[config.mk]
export PLATFORM = sky130hd
export DESIGN_NAME = first_fit_free_list_allocator_core_flat
export DESIGN_NICKNAME = d
export VERILOG_FILES = /design/src/hw/rtl/ffa_pkg.sv /design/src/hw/rtl/ffa_if.sv /design/src/hw/rtl/ffa_ram.sv /design/src/hw/rtl/first_fit_free_list_allocator_core.sv /design/src/flat_wrapper.sv
export SDC_FILE = /design/constraint.sdc
export NUM_CORES = 2
export LEC_CHECK = 0
export BUFFER_PORTS_ARGS = -buffer_cell sky130_fd_sc_hd__buf_2
export CAP_MARGIN = 20
export CORE_UTILIZATION = 41
export CTS_CLUSTER_SIZE = 24
export DETAILED_ROUTE_END_ITERATION = 12
export GPL_TIMING_DRIVEN = 1
export PLACE_DENSITY = 0.53
export SYNTH_ARGS = -nofsm -noshare
export SYNTH_HDL_FRONTEND = slang
export SYNTH_SLANG_ARGS = --single-unit
export TNS_END_PERCENT = 30
[constraint.sdc]
create_clock -name clk -period 28.9 [get_ports clk]
set_input_delay 7.225 -clock clk [delete_from_list [all_inputs] [get_ports clk]]
set_output_delay 7.225 -clock clk [all_outputs]
set_load 0.01 [all_outputs]
[src/hw/rtl/ffa_pkg.sv]
package ffa_pkg;

	localparam int FREE_SEGMENTS_DEF = 16;
	localparam int ALLOC_RECORDS_DEF = 16;
	localparam int ADDR_BITS_DEF     = 20;
	localparam int HEADER_BYTES_DEF  = 8;

	localparam int CFG_DATA_W = 21;
	localparam int CFG_IDX_W  = 1;

	localparam logic [CFG_IDX_W-1:0] REG_POOL_BASE = 1'd0;
	localparam logic [CFG_IDX_W-1:0] REG_POOL_SIZE = 1'd1;

	typedef enum logic [1:0] {
		ST_OK      = 2'd0,
		ST_NO_FIT  = 2'd1,
		ST_UNKNOWN = 2'd2,
		ST_FULL    = 2'd3
	} status_t;

	typedef enum logic [3:0] {
		S_IDLE,
		S_A_RD,
		S_A_CHK,
		S_F_RD,
		S_F_CHK,
		S_F_SRD,
		S_F_SCHK,
		S_F_DEC,
		S_SH_RD,
		S_SH_WR,
		S_DONE
	} state_t;

endpackage

[src/hw/rtl/ffa_if.sv]
interface ffa_req_if;
	logic        valid;
	logic        ready;
	logic        op;
	logic [20:0] req_size;
	logic [3:0]  align_log2;
	logic [19:0] free_addr;
	modport source (output valid, op, req_size, align_log2, free_addr, input ready);
	modport sink   (input valid, op, req_size, align_log2, free_addr, output ready);
endinterface

interface ffa_rsp_if;
	logic        valid;
	logic        ready;
	logic [1:0]  status;
	logic [19:0] data_addr;
	logic [4:0]  live_count;
	modport source (output valid, status, data_addr, live_count, input ready);
	modport sink   (input valid, status, data_addr, live_count, output ready);
endinterface

[src/hw/rtl/ffa_ram.sv]
module ffa_ram #(
	parameter int WIDTH = 8,
	parameter int DEPTH = 16
) (
	input  logic                                        clk,
	input  logic                                        we,
	input  logic [((DEPTH > 1) ? $clog2(DEPTH) : 1)-1:0] waddr,
	input  logic [WIDTH-1:0]                            wdata,
	input  logic [((DEPTH > 1) ? $clog2(DEPTH) : 1)-1:0] raddr,
	output logic [WIDTH-1:0]                            rdata
);
	logic [WIDTH-1:0] mem [DEPTH];

	always_ff @(posedge clk) begin
		if (we) begin
			mem[waddr] <= wdata;
		end
		rdata <= mem[raddr];
	end
endmodule

[src/hw/rtl/first_fit_free_list_allocator_core.sv]
// First-fit free-list allocator.
// Requests arrive on req (op, req_size, align_log2, free_addr); one response per
// request leaves on rsp (status, data_addr, live_count). cfg_we/cfg_idx/cfg_data
// write pool_base (index 0) or pool_size (index 1); either write re-initialises
// the pool as one free segment (none if its clipped length is zero) and drops every record. Write config only idle.
// Free segments (base,len) live in one RAM and allocation records
// (data,start,len) in another; record valid bits are flip-flops.
// An allocate walks the segments in order to the first fit, shifts the table down
// on an exact fit, then posts the response. A free walks the records to find its
// own, walks the segments to find its place, decides, then makes a single merge,
// makes a double merge or opens a gap, then posts the response. Both kinds of walk
// are set by the single read port of each memory.
// One request is worked at a time; req.ready is high only when idle.
// The response sits in an output register until rsp.ready; the next request is
// still taken and worked, and its response waits in the last state until the
// register frees. Reset gives pool base 0, size 2^20, no records; the first
// cycle after reset writes that segment and keeps req.ready low.
module first_fit_free_list_allocator_core import ffa_pkg::*; #(
	parameter int FREE_SEGMENTS = FREE_SEGMENTS_DEF,
	parameter int ALLOC_RECORDS = ALLOC_RECORDS_DEF,
	parameter int HEADER_BYTES  = HEADER_BYTES_DEF
) (
	input  logic                  clk,
	input  logic                  arst_n,
	input  logic                  cfg_we,
	input  logic [CFG_IDX_W-1:0]  cfg_idx,
	input  logic [CFG_DATA_W-1:0] cfg_data,
	ffa_req_if.sink               req,
	ffa_rsp_if.source             rsp
);
	localparam int SW = $clog2(FREE_SEGMENTS);
	localparam int RW = (ALLOC_RECORDS > 1) ? $clog2(ALLOC_RECORDS) : 1;
	localparam int CW = $clog2(FREE_SEGMENTS + 1);
	localparam int LW = $clog2(ALLOC_RECORDS + 1);
	localparam int AW = ADDR_BITS_DEF;
	localparam int NW = AW + 1;  // lengths, up to 2^AW
	localparam int XW = AW + 2;  // sums of address and length
	localparam logic [XW-1:0] SPACE = XW'(1) << AW;

	state_t state_q, state_d;

	logic          init_q;     // first cycle after reset: write the pool segment
	logic [AW-1:0] pool_base_q;
	logic [NW-1:0] pool_size_q;
	logic [CW-1:0] seg_count_q;
	logic [LW-1:0] live_q;
	logic [ALLOC_RECORDS-1:0] rec_valid_q;

	logic [20:0]   size_q;
	logic [3:0]    lg_q;
	logic [AW-1:0] faddr_q;
	logic [CW-1:0] idx_q;      // walk index
	logic [RW-1:0] rec_q;      // chosen record
	logic [AW-1:0] s_q;        // freed start
	logic [NW-1:0] l_q;        // freed length
	logic          prv_q;      // previous segment exists
	logic [XW-1:0] prv_end_q;  // end of previous segment
	logic [AW-1:0] prv_base_q;
	logic [NW-1:0] prv_len_q;
	logic          up_q;       // shift direction: 1 = open a gap
	logic [CW-1:0] sh_end_q;   // shift stop index
	logic [AW-1:0] carry_b_q;  // entry to write at the stop
	logic [NW-1:0] carry_l_q;

	logic [1:0]    st_q;
	logic [AW-1:0] da_q;

	// response output register
	logic          rsp_v_q;
	logic [1:0]    rsp_st_q;
	logic [AW-1:0] rsp_da_q;
	logic [LW-1:0] rsp_live_q;
	logic          rsp_load;

	// RAM ports
	logic          sw_e;
	logic [SW-1:0] sw_a, sr_a;
	logic [AW+NW-1:0] sw_d, sr_d;
	logic          rw_e;
	logic [RW-1:0] rw_a, rr_a;
	logic [2*AW+NW-1:0] rw_d, rr_d;

	ffa_ram #(.WIDTH(AW + NW), .DEPTH(FREE_SEGMENTS)) u_seg (
		.clk, .we(sw_e), .waddr(sw_a), .wdata(sw_d), .raddr(sr_a), .rdata(sr_d)
	);
	ffa_ram #(.WIDTH(2 * AW + NW), .DEPTH(ALLOC_RECORDS)) u_rec (
		.clk, .we(rw_e), .waddr(rw_a), .wdata(rw_d), .raddr(rr_a), .rdata(rr_d)
	);

	logic [AW-1:0] sb;
	logic [NW-1:0] sl;
	assign sb = sr_d[AW+NW-1:NW];
	assign sl = sr_d[NW-1:0];

	// allocate fit math
	logic [XW-1:0] amask, pad, need, bplus;
	assign amask = (XW'(1) << lg_q) - XW'(1);
	assign bplus = XW'(sb) + XW'(HEADER_BYTES);
	assign pad   = XW'(HEADER_BYTES) + ((amask + XW'(1) - (bplus & amask)) & amask);
	assign need  = XW'(size_q) + pad;
	logic fits, exact;
	assign fits  = XW'(sl) >= need;
	assign exact = XW'(sl) == need;

	// free records
	logic          has_free_rec;
	logic [RW-1:0] free_rec;
	always_comb begin
		has_free_rec = 1'b0;
		free_rec = '0;
		for (int i = ALLOC_RECORDS - 1; i >= 0; i--) begin
			if (!rec_valid_q[i]) begin
				has_free_rec = 1'b1;
				free_rec = RW'(i);
			end
		end
	end

	logic [XW-1:0] fend;
	assign fend = XW'(s_q) + XW'(l_q);
	logic at_end;
	assign at_end = idx_q >= seg_count_q;

	// clipped init length
	logic [XW-1:0] room, init_len;
	logic [AW-1:0] init_base;
	logic [NW-1:0] init_size;
	always_comb begin
		init_base = pool_base_q;
		init_size = pool_size_q;
		if (cfg_we && cfg_idx == REG_POOL_BASE) init_base = AW'(cfg_data);
		if (cfg_we && cfg_idx == REG_POOL_SIZE) init_size = NW'(cfg_data);
		room = SPACE - XW'(init_base);
		init_len = (XW'(init_size) > room) ? room : XW'(init_size);
	end

	assign req.ready = state_q == S_IDLE && !init_q;
	assign rsp.valid = rsp_v_q;
	assign rsp.status = rsp_st_q;
	assign rsp.data_addr = 20'(rsp_da_q);
	assign rsp.live_count = 5'(rsp_live_q);

	assign rsp_load = state_q == S_DONE && (!rsp_v_q || rsp.ready);

	// memory addressing and writes
	logic          dec_mn, dec_mp;
	assign dec_mn = !at_end && state_q == S_F_DEC && fend == XW'(sb);
	assign dec_mp = prv_q && prv_end_q == XW'(s_q);

	always_comb begin
		state_d = state_q;
		unique case (state_q)
			S_IDLE:   if (req.valid && req.ready) state_d = req.op ? S_F_RD : S_A_RD;
			S_A_RD:   state_d = S_A_CHK;
			S_A_CHK:  state_d = (!has_free_rec || at_end) ? S_DONE :
			                    (fits ? (exact ? S_SH_RD : S_DONE) : S_A_RD);
			S_F_RD:   state_d = S_F_CHK;
			S_F_CHK:  state_d = (rec_valid_q[rec_q] && rr_d[2*AW+NW-1:AW+NW] == faddr_q)
			                    ? S_F_SRD
			                    : ((32'(rec_q) == ALLOC_RECORDS - 1) ? S_DONE : S_F_RD);
			S_F_SRD:  state_d = at_end ? S_F_DEC : S_F_SCHK;
			S_F_SCHK: state_d = (sb > s_q) ? S_F_DEC : S_F_SRD;
			S_F_DEC: begin
				if (!dec_mn && !dec_mp && 32'(seg_count_q) >= FREE_SEGMENTS) state_d = S_DONE;
				else if (dec_mp && dec_mn) state_d = S_SH_RD;
				else if (dec_mp || dec_mn) state_d = S_SH_WR;
				else state_d = (idx_q == seg_count_q) ? S_SH_WR : S_SH_RD;
			end
			S_SH_RD:  state_d = S_SH_WR;
			S_SH_WR:  state_d = (idx_q == sh_end_q) ? S_DONE : S_SH_RD;
			S_DONE:   if (!rsp_v_q || rsp.ready) state_d = S_IDLE;
			default:  state_d = S_IDLE;
		endcase
	end

	always_comb begin
		sr_a = SW'(idx_q);
		rr_a = rec_q;
		sw_e = 1'b0; sw_a = SW'(idx_q); sw_d = {sb, sl};
		rw_e = 1'b0; rw_a = rec_q; rw_d = '0;
		unique case (state_q)
			S_SH_RD: sr_a = up_q ? SW'(idx_q - CW'(1)) : SW'(idx_q + CW'(1));
			S_SH_WR: begin
				sw_e = 1'b1;
				sw_d = (idx_q == sh_end_q) ? {carry_b_q, carry_l_q} : {sb, sl};
			end
			S_A_CHK: begin
				if (has_free_rec && !at_end && fits) begin
					rw_e = 1'b1;
					rw_a = free_rec;
					rw_d = {AW'(XW'(sb) + pad), sb, NW'(need)};
					if (!exact) begin
						sw_e = 1'b1;
						sw_d = {AW'(XW'(sb) + need), NW'(XW'(sl) - need)};
					end
				end
			end
			S_F_DEC: begin
				// double merge: grow the entry below, then close the gap at k
				if (dec_mp && dec_mn) begin
					sw_e = 1'b1;
					sw_a = SW'(idx_q - CW'(1));
					sw_d = {prv_base_q, NW'(XW'(prv_len_q) + XW'(l_q) + XW'(sl))};
				end
			end
			default: ;
		endcase
		if (cfg_we || init_q) begin
			sw_e = 1'b1; sw_a = '0; sw_d = {init_base, NW'(init_len)};
		end
	end

	always_ff @(posedge clk or negedge arst_n) begin
		if (!arst_n) begin
			state_q     <= S_IDLE;
			init_q      <= 1'b1;
			pool_base_q <= '0;
			pool_size_q <= NW'(SPACE);
			seg_count_q <= CW'(1);
			live_q      <= '0;
			rec_valid_q <= '0;
			rsp_v_q     <= 1'b0;
			rsp_st_q    <= ST_OK;
			rsp_da_q    <= '0;
			rsp_live_q  <= '0;
		end else begin
			state_q <= state_d;
			init_q  <= 1'b0;
			if (rsp_load) begin
				rsp_v_q    <= 1'b1;
				rsp_st_q   <= st_q;
				rsp_da_q   <= da_q;
				rsp_live_q <= live_q;
			end else if (rsp.ready) begin
				rsp_v_q <= 1'b0;
			end
			if (cfg_we) begin
				pool_base_q <= init_base;
				pool_size_q <= init_size;
				seg_count_q <= (init_len != '0) ? CW'(1) : '0;
				rec_valid_q <= '0;
				live_q <= '0;
			end else begin
				unique case (state_q)
					S_A_CHK: begin
						if (has_free_rec && !at_end && fits) begin
							rec_valid_q[free_rec] <= 1'b1;
							live_q <= live_q + LW'(1);
							if (exact) begin
								seg_count_q <= seg_count_q - CW'(1);
							end
						end
					end
					S_F_DEC: begin
						if (dec_mn || dec_mp || 32'(seg_count_q) < FREE_SEGMENTS) begin
							rec_valid_q[rec_q] <= 1'b0;
							live_q <= live_q - LW'(1);
							if (dec_mp && dec_mn) begin
								seg_count_q <= seg_count_q - CW'(1);
							end else if (!dec_mp && !dec_mn) begin
								seg_count_q <= seg_count_q + CW'(1);
							end
						end
					end
					default: ;
				endcase
			end
		end
	end

	// datapath registers
	always_ff @(posedge clk) begin
		unique case (state_q)
			S_IDLE: begin
				size_q <= req.req_size; lg_q <= req.align_log2;
				faddr_q <= AW'(req.free_addr);
				idx_q <= '0; rec_q <= '0; prv_q <= 1'b0;
				st_q <= ST_OK; da_q <= '0;
			end
			S_A_CHK: begin
				if (!has_free_rec) st_q <= ST_FULL;
				else if (at_end) st_q <= ST_NO_FIT;
				else if (fits) begin
					da_q <= AW'(XW'(sb) + pad);
					up_q <= 1'b0;
					sh_end_q <= seg_count_q - CW'(1);
					if (exact) begin
						// shift down from idx; the slot past the new end gets a stale copy
						carry_b_q <= sb; carry_l_q <= sl;
					end
				end else idx_q <= idx_q + CW'(1);
			end
			S_F_CHK: begin
				s_q <= rr_d[AW+NW-1:NW];
				l_q <= rr_d[NW-1:0];
				if (!(rec_valid_q[rec_q] && rr_d[2*AW+NW-1:AW+NW] == faddr_q)) begin
					rec_q <= rec_q + RW'(1);
					if (32'(rec_q) == ALLOC_RECORDS - 1) st_q <= ST_UNKNOWN;
				end
			end
			S_F_SCHK: begin
				if (!(sb > s_q)) begin
					prv_q <= 1'b1; prv_base_q <= sb; prv_len_q <= sl;
					prv_end_q <= XW'(sb) + XW'(sl);
					idx_q <= idx_q + CW'(1);
				end
			end
			S_F_DEC: begin
				if (!dec_mn && !dec_mp && 32'(seg_count_q) >= FREE_SEGMENTS) st_q <= ST_FULL;
				else if (dec_mp && dec_mn) begin
					// merged entry at k-1 written now; close the gap from k up
					up_q <= 1'b0;
					sh_end_q <= seg_count_q - CW'(1);
					carry_b_q <= sb;
					carry_l_q <= sl;
				end else if (dec_mp) begin
					idx_q <= idx_q - CW'(1);
					sh_end_q <= idx_q - CW'(1);
					carry_b_q <= prv_base_q;
					carry_l_q <= NW'(XW'(prv_len_q) + XW'(l_q));
				end else if (dec_mn) begin
					sh_end_q <= idx_q;
					carry_b_q <= s_q;
					carry_l_q <= NW'(XW'(l_q) + XW'(sl));
				end else begin
					// open a gap at k, walking down from seg_count
					idx_q <= seg_count_q;
					up_q <= 1'b1;
					sh_end_q <= idx_q;
					carry_b_q <= s_q;
					carry_l_q <= l_q;
				end
			end
			S_SH_WR: begin
				if (idx_q != sh_end_q) idx_q <= up_q ? idx_q - CW'(1) : idx_q + CW'(1);
			end
			default: ;
		endcase
	end

	ffa_init_ok: assert property (@(posedge clk) disable iff (!arst_n)
		init_q |-> !req.ready)
		else $error("request taken before the pool segment is written");
	ffa_live_ok: assert property (@(posedge clk) disable iff (!arst_n)
		32'(live_q) == $countones(rec_valid_q))
		else $error("live count differs from valid records");
	ffa_segcnt_ok: assert property (@(posedge clk) disable iff (!arst_n)
		32'(seg_count_q) <= FREE_SEGMENTS)
		else $error("segment count overflow");
	ffa_rsp_hold: assert property (@(posedge clk) disable iff (!arst_n)
		(rsp_v_q && !rsp.ready) |=> rsp_v_q)
		else $error("response dropped");
	ffa_rsp_stable: assert property (@(posedge clk) disable iff (!arst_n)
		(rsp_v_q && !rsp.ready) |=> $stable({rsp_st_q, rsp_da_q, rsp_live_q}))
		else $error("response changed while waiting");
endmodule

[src/flat_wrapper.sv]
// flat-port wrapper written by rule: the top's interface ports become plain ports
module first_fit_free_list_allocator_core_flat import ffa_pkg::*;
#(
	parameter int FREE_SEGMENTS = FREE_SEGMENTS_DEF,
	parameter int ALLOC_RECORDS = ALLOC_RECORDS_DEF,
	parameter int HEADER_BYTES  = HEADER_BYTES_DEF
)
  (clk, arst_n, cfg_we, cfg_idx, cfg_data, req_valid, req_op, req_req_size, req_align_log2, req_free_addr, req_ready, rsp_valid, rsp_status, rsp_data_addr, rsp_live_count, rsp_ready);
  ffa_req_if req_i ();
  ffa_rsp_if rsp_i ();
  input  logic clk;
  input  logic arst_n;
  input  logic cfg_we;
  input  logic [CFG_IDX_W-1:0] cfg_idx;
  input  logic [CFG_DATA_W-1:0] cfg_data;
  input wire logic [$bits(req_i.valid)-1:0] req_valid;
  input wire logic [$bits(req_i.op)-1:0] req_op;
  input wire logic [$bits(req_i.req_size)-1:0] req_req_size;
  input wire logic [$bits(req_i.align_log2)-1:0] req_align_log2;
  input wire logic [$bits(req_i.free_addr)-1:0] req_free_addr;
  output wire logic [$bits(req_i.ready)-1:0] req_ready;
  output wire logic [$bits(rsp_i.valid)-1:0] rsp_valid;
  output wire logic [$bits(rsp_i.status)-1:0] rsp_status;
  output wire logic [$bits(rsp_i.data_addr)-1:0] rsp_data_addr;
  output wire logic [$bits(rsp_i.live_count)-1:0] rsp_live_count;
  input wire logic [$bits(rsp_i.ready)-1:0] rsp_ready;
  assign req_i.valid = req_valid;
  assign req_i.op = req_op;
  assign req_i.req_size = req_req_size;
  assign req_i.align_log2 = req_align_log2;
  assign req_i.free_addr = req_free_addr;
  assign req_ready = req_i.ready;
  assign rsp_valid = rsp_i.valid;
  assign rsp_status = rsp_i.status;
  assign rsp_data_addr = rsp_i.data_addr;
  assign rsp_live_count = rsp_i.live_count;
  assign rsp_i.ready = rsp_ready;
  first_fit_free_list_allocator_core #(.FREE_SEGMENTS(FREE_SEGMENTS), .ALLOC_RECORDS(ALLOC_RECORDS), .HEADER_BYTES(HEADER_BYTES)) u_core (.clk(clk), .arst_n(arst_n), .cfg_we(cfg_we), .cfg_idx(cfg_idx), .cfg_data(cfg_data), .req(req_i), .rsp(rsp_i));
endmodule
==> insert_results.sql <==
INSERT INTO impl_metrics (metric_group, metric, value, unit) VALUES
('status', 'run_status', 'completed', ''),
('placed_design', 'dp_cells', '8721', ''),
('timing', 'relSlewSlack', '11.9', '%'),
('clock_network', 'post_cts_resize_count', '0', ''),
('detailed_routing', 'drt_wl_total', '283000', 'microns'),
('global_routing', 'grt_first_pass_wirelength', '401000', 'microns'),
('detailed_routing', 'via_count', '54300', ''),
('clock_network', 'cts.clk_slew.worst_paths', '0.08', 'ns'),
('timing', 'hold_violations', '0', ''),
('synth', 'yosys.area.top_type', 'sky130_fd_sc_hd__edfxtp_1', ''),
('detailed_routing', 'drcViolationCount', '0', ''),
('final_layout', 'final_cell_count_no_fill', '9143', ''),
('hold_path', 'hold_path.class', 'reg -> reg', ''),
('clock_network', 'post_cts.repair.setup_buffers', '0', ''),
('hold_path', 'min_from', 'u_core.u_rec.rdata[20]$_DFF_P_', ''),
('critical_path', 'worst_reg2reg_path_startpoint', 'u_core.lg_q[3]$_DFFE_PP_', ''),
('synth', 'post_synth_main_area_contributors', 'sky130_fd_sc_hd__edfxtp_1 (60%), sky130_fd_sc_hd__mux4_2 (13%), sky130_fd_sc_hd__ha_1 (3.5%)', ''),
('power', 'leakage', '35.3', 'nW'),
('detailed_routing', 'final_antenna_net_count', '0', ''),
('final_layout', 'post_route_cells_drive_above_1_share', '21.6', '%'),
('critical_path', 'cp-start-kind', 'input port', ''),
('floorplan', 'fp.dieH', '477', 'microns'),
('synth', 'post_synth_inst_count', '5681', ''),
('placed_design', 'dp_worst_setup_slack', '14.21', 'ns'),
('synth', 'netlist-cell-type-count', '93', ''),
('timing', 'worst_clock_skew', '0.0604', 'ns'),
('critical_path', 'cp_max_fo', '40', ''),
('critical_path', 'critical_path_required', '29.39', 'ns'),
('detailed_routing', 'first_pass_iters', '6', ''),
('timing', 'post-route-min-period', '13.64', 'ns'),
('synth', 'ys_seq_elements', '2062', ''),
('placed_design', 'dpl.hpwl', '179000', 'microns'),
('synth', 'ys_dominant_reg_cell', 'sky130_fd_sc_hd__edfxtp_1', ''),
('clock_network', 'clock-root-buffer', 'sky130_fd_sc_hd__clkbuf_16', ''),
('clock_network', 'max-clock-path-buffers', '3', ''),
('synth', 'synth.top_cells.by_count', 'sky130_fd_sc_hd__edfxtp_1 (1860), sky130_fd_sc_hd__mux4_2 (515), sky130_fd_sc_hd__nor2_1 (278), sky130_fd_sc_hd__ha_1 (261), sky130_fd_sc_hd__nand2_1 (239)', ''),
('synth', 'synth_most_common_cell', 'sky130_fd_sc_hd__edfxtp_1', ''),
('detailed_routing', 'met2_length', '127000', 'microns'),
('timing', 'final_min_period_over_clock_period', '47.2', '%'),
('placed_design', 'placed_cell_area', '0.0977', 'sq mm'),
('synth', 'sequential_element_share_of_the_synthesized_area', '65.4', '%'),
('detailed_routing', 'drt_iter0_drc', '5453', ''),
('timing', 'timing_max_transition_violations_final', '0', ''),
('final_layout', 'stdcell_area', '0.105', 'sq mm'),
('critical_path', 'setup.worst_path.class', 'in -> reg', ''),
('power', 'totalPowerFinal', '13.6', 'mW'),
('synth', 'yosys_warnings', '0', ''),
('synth', 'syn-mean-instance-area', '16.3', 'sq um'),
('clock_network', 'ctsHtreeMaxLevel', '4', ''),
('timing', 'max_slew.worst_pin.slew', '1.32', 'ns'),
('placed_design', 'port_buffers', '101', ''),
('global_routing', 'globalRouteOverflowTotal', '0', ''),
('floorplan', 'die-area', '0.227', 'sq mm'),
('detailed_routing', 'routed_wire_length_per_instance', '30.9', 'microns'),
('detailed_routing', 'routed-wl-met3', '19700', 'microns'),
('flow_run', 'drv.max_cap_violation_count', '0', ''),
('critical_path', 'timing.critical_path.arrival', '14.14', 'ns'),
('timing', 'worst_slack', '15.26', 'ns'),
('floorplan', 'rows', '173', ''),
('critical_path', 'timing.rr.end', 'u_core.u_seg.mem[13][17]$_DFFE_PP_', ''),
('global_routing', 'grt_max_degree', '163', ''),
('clock_network', 'cts_hold_buf', '0', ''),
('power', 'peak_supply_drop', '0.214', 'mV'),
('timing', 'rsz_0062_raised_after_global_routing', 'no', ''),
('synth', 'count_of_flip_flops_with_a_built_in_enable_after_synthesis', '1860', ''),
('synth', 'asyncSetResetFlopFracSynth', '4.85', '%'),
('placed_design', 'place_congestion', '0.950', ''),
('global_routing', 'gr-usage-all-layers', '24.7', '%'),
('critical_path', 'endpoint_kind', 'flip-flop', ''),
('hold_path', 'holdPathStages', '0', ''),
('floorplan', 'pin_count', '102', '');
logic make-up (layout without fill, tap and decap cells):
family | after synthesis | count (layout) | synth area share, %
other cells | 2 | 23 | 0.00813
mux | 680 | 680 | 14.4
xor+xnor | 283 | 283 | 2.69
fa+ha+maj | 271 | 271 | 3.75
flops | 2062 | 2062 | 65.4
simple gates | 1054 | 1054 | 5.58
compound gates | 892 | 892 | 6.36
buf+inv | 437 | 903 | 1.79
power breakdown:
| group | total (mW) | switching [mW] | internal (mW) |
|---|---|---|---|
| clock network | 2.78 | 1.18 | 1.59 |
| registers | 3.84 | 0.172 | 3.67 |
| logic | 7.03 | 4.38 | 2.64 |
sequential cells by signal (all words and copies together), names as in the netlist, 16 cells and up:
| name | count |
|---|---|
| u_core.size_q | 21 |
| u_core.carry_l_q | 21 |
| u_core.l_q | 21 |
| u_core.pool_base_q | 20 |
| u_core.u_seg.rdata | 41 |
| u_core.da_q | 20 |
| u_core.pool_size_q | 21 |
| u_core.faddr_q | 20 |
| u_core.s_q | 20 |
| u_core.u_rec.rdata | 61 |
| u_core.rsp.data_addr | 20 |
| u_core.prv_end_q | 22 |
| u_core.rec_valid_q | 16 |
| u_core.prv_len_q | 21 |
| u_core.u_seg.mem | 656 |
| u_core.carry_b_q | 20 |
| u_core.u_rec.mem | 976 |
| u_core.prv_base_q | 20 |
through the flow:
step	hold WS, ns	utilization (%)
6_report	0.400	47.0
2_1_floorplan	0.386	-
5_1_grt	0.403	47.0
3_3_place_gp	0.386	43.8
4_1_cts	0.400	47.0
3_5_place_dp	0.389	43.8
metal layers:
metal	global-route usage, %	vias to the layer above
li1	-	23200
met1	36.2	28600
met2	37.3	2033
met3	4.40	459
met4	7.69	16
met5	0	-
layout make-up:
class	instances	area, sq um
fillers	19200	118000
flip-flops and latches	2062	60400
multi-input cells	3197	30800
clock buffers	293	5850
well taps	2975	3720
repair buffers	308	2150
clock inverters	110	1260
inverters	192	721
diodes	6	15.0
critical path, cell delays in order:
cell                       delay (ns)
sky130_fd_sc_hd__buf_2           0.66
sky130_fd_sc_hd__nand2b_1        0.10
sky130_fd_sc_hd__buf_4           0.29
sky130_fd_sc_hd__mux2i_1         0.50
sky130_fd_sc_hd__inv_1           0.21
sky130_fd_sc_hd__nor4_1          0.56
sky130_fd_sc_hd__nor3b_1         0.64
sky130_fd_sc_hd__and2_1          0.25
sky130_fd_sc_hd__nand2_1         0.07
sky130_fd_sc_hd__xnor2_1         0.32
sky130_fd_sc_hd__ha_1            0.34
sky130_fd_sc_hd__a21o_1          0.18
sky130_fd_sc_hd__a211oi_1        0.27
sky130_fd_sc_hd__o211ai_1        0.14
sky130_fd_sc_hd__o31ai_1         0.43
sky130_fd_sc_hd__o21bai_2        0.19
sky130_fd_sc_hd__buf_4           0.38
sky130_fd_sc_hd__mux2i_1         0.45
sky130_fd_sc_hd__nor2_1          0.07
sky130_fd_sc_hd__a21oi_1         0.82
placed cells by master (no fill, tap or decap), types with 27 or more instances in the layout:
| cell type | count |
|---|---|
| sky130_fd_sc_hd__clkinv_2 | 35 |
| sky130_fd_sc_hd__a211oi_1 | 44 |
| sky130_fd_sc_hd__nand2b_1 | 37 |
| sky130_fd_sc_hd__nor2_1 | 263 |
| sky130_fd_sc_hd__xnor2_1 | 175 |
| sky130_fd_sc_hd__mux2_2 | 65 |
| sky130_fd_sc_hd__edfxtp_1 | 1860 |
| sky130_fd_sc_hd__a21oi_1 | 229 |
| sky130_fd_sc_hd__inv_1 | 188 |
| sky130_fd_sc_hd__ha_1 | 261 |
| sky130_fd_sc_hd__mux2i_1 | 97 |
| sky130_fd_sc_hd__mux4_2 | 515 |
| sky130_fd_sc_hd__clkbuf_1 | 57 |
| sky130_fd_sc_hd__and3_1 | 31 |
| sky130_fd_sc_hd__or3_1 | 28 |
| sky130_fd_sc_hd__clkbuf_16 | 212 |
| sky130_fd_sc_hd__a31oi_1 | 58 |
| sky130_fd_sc_hd__dfxtp_1 | 102 |
| sky130_fd_sc_hd__nand4_1 | 45 |
| sky130_fd_sc_hd__nor3_1 | 100 |
| sky130_fd_sc_hd__o211ai_1 | 27 |
| sky130_fd_sc_hd__buf_4 | 197 |
| sky130_fd_sc_hd__o21ai_0 | 157 |
| sky130_fd_sc_hd__nand2_1 | 238 |
| sky130_fd_sc_hd__buf_2 | 100 |
| sky130_fd_sc_hd__dfrtp_1 | 97 |
| sky130_fd_sc_hd__and2_1 | 34 |
| sky130_fd_sc_hd__clkinv_1 | 28 |
| sky130_fd_sc_hd__o21a_1 | 38 |
| sky130_fd_sc_hd__xor2_1 | 94 |
| sky130_fd_sc_hd__a21o_1 | 92 |
| sky130_fd_sc_hd__nand3_1 | 97 |
| sky130_fd_sc_hd__nor2b_1 | 41 |
worst max path at each step:
stage / startpoint / to / slack, ns
floorplan: u_core.lg_q[3]$_DFFE_PP_ / u_core.u_rec.mem[7][0]$_DFFE_PP_ / 14.06
global placement: cfg_we / u_core.u_seg.mem[4][14]$_DFFE_PP_ / 14.22
detailed placement: cfg_we / u_core.u_seg.mem[3][19]$_DFFE_PP_ / 14.21
CTS: cfg_we / u_core.u_seg.mem[3][19]$_DFFE_PP_ / 15.15
global route: cfg_we / u_core.u_seg.mem[11][8]$_DFFE_PP_ / 14.67
finish: cfg_we / u_core.u_seg.mem[11][8]$_DFFE_PP_ / 15.26
(Power assumes the default switching activity.)
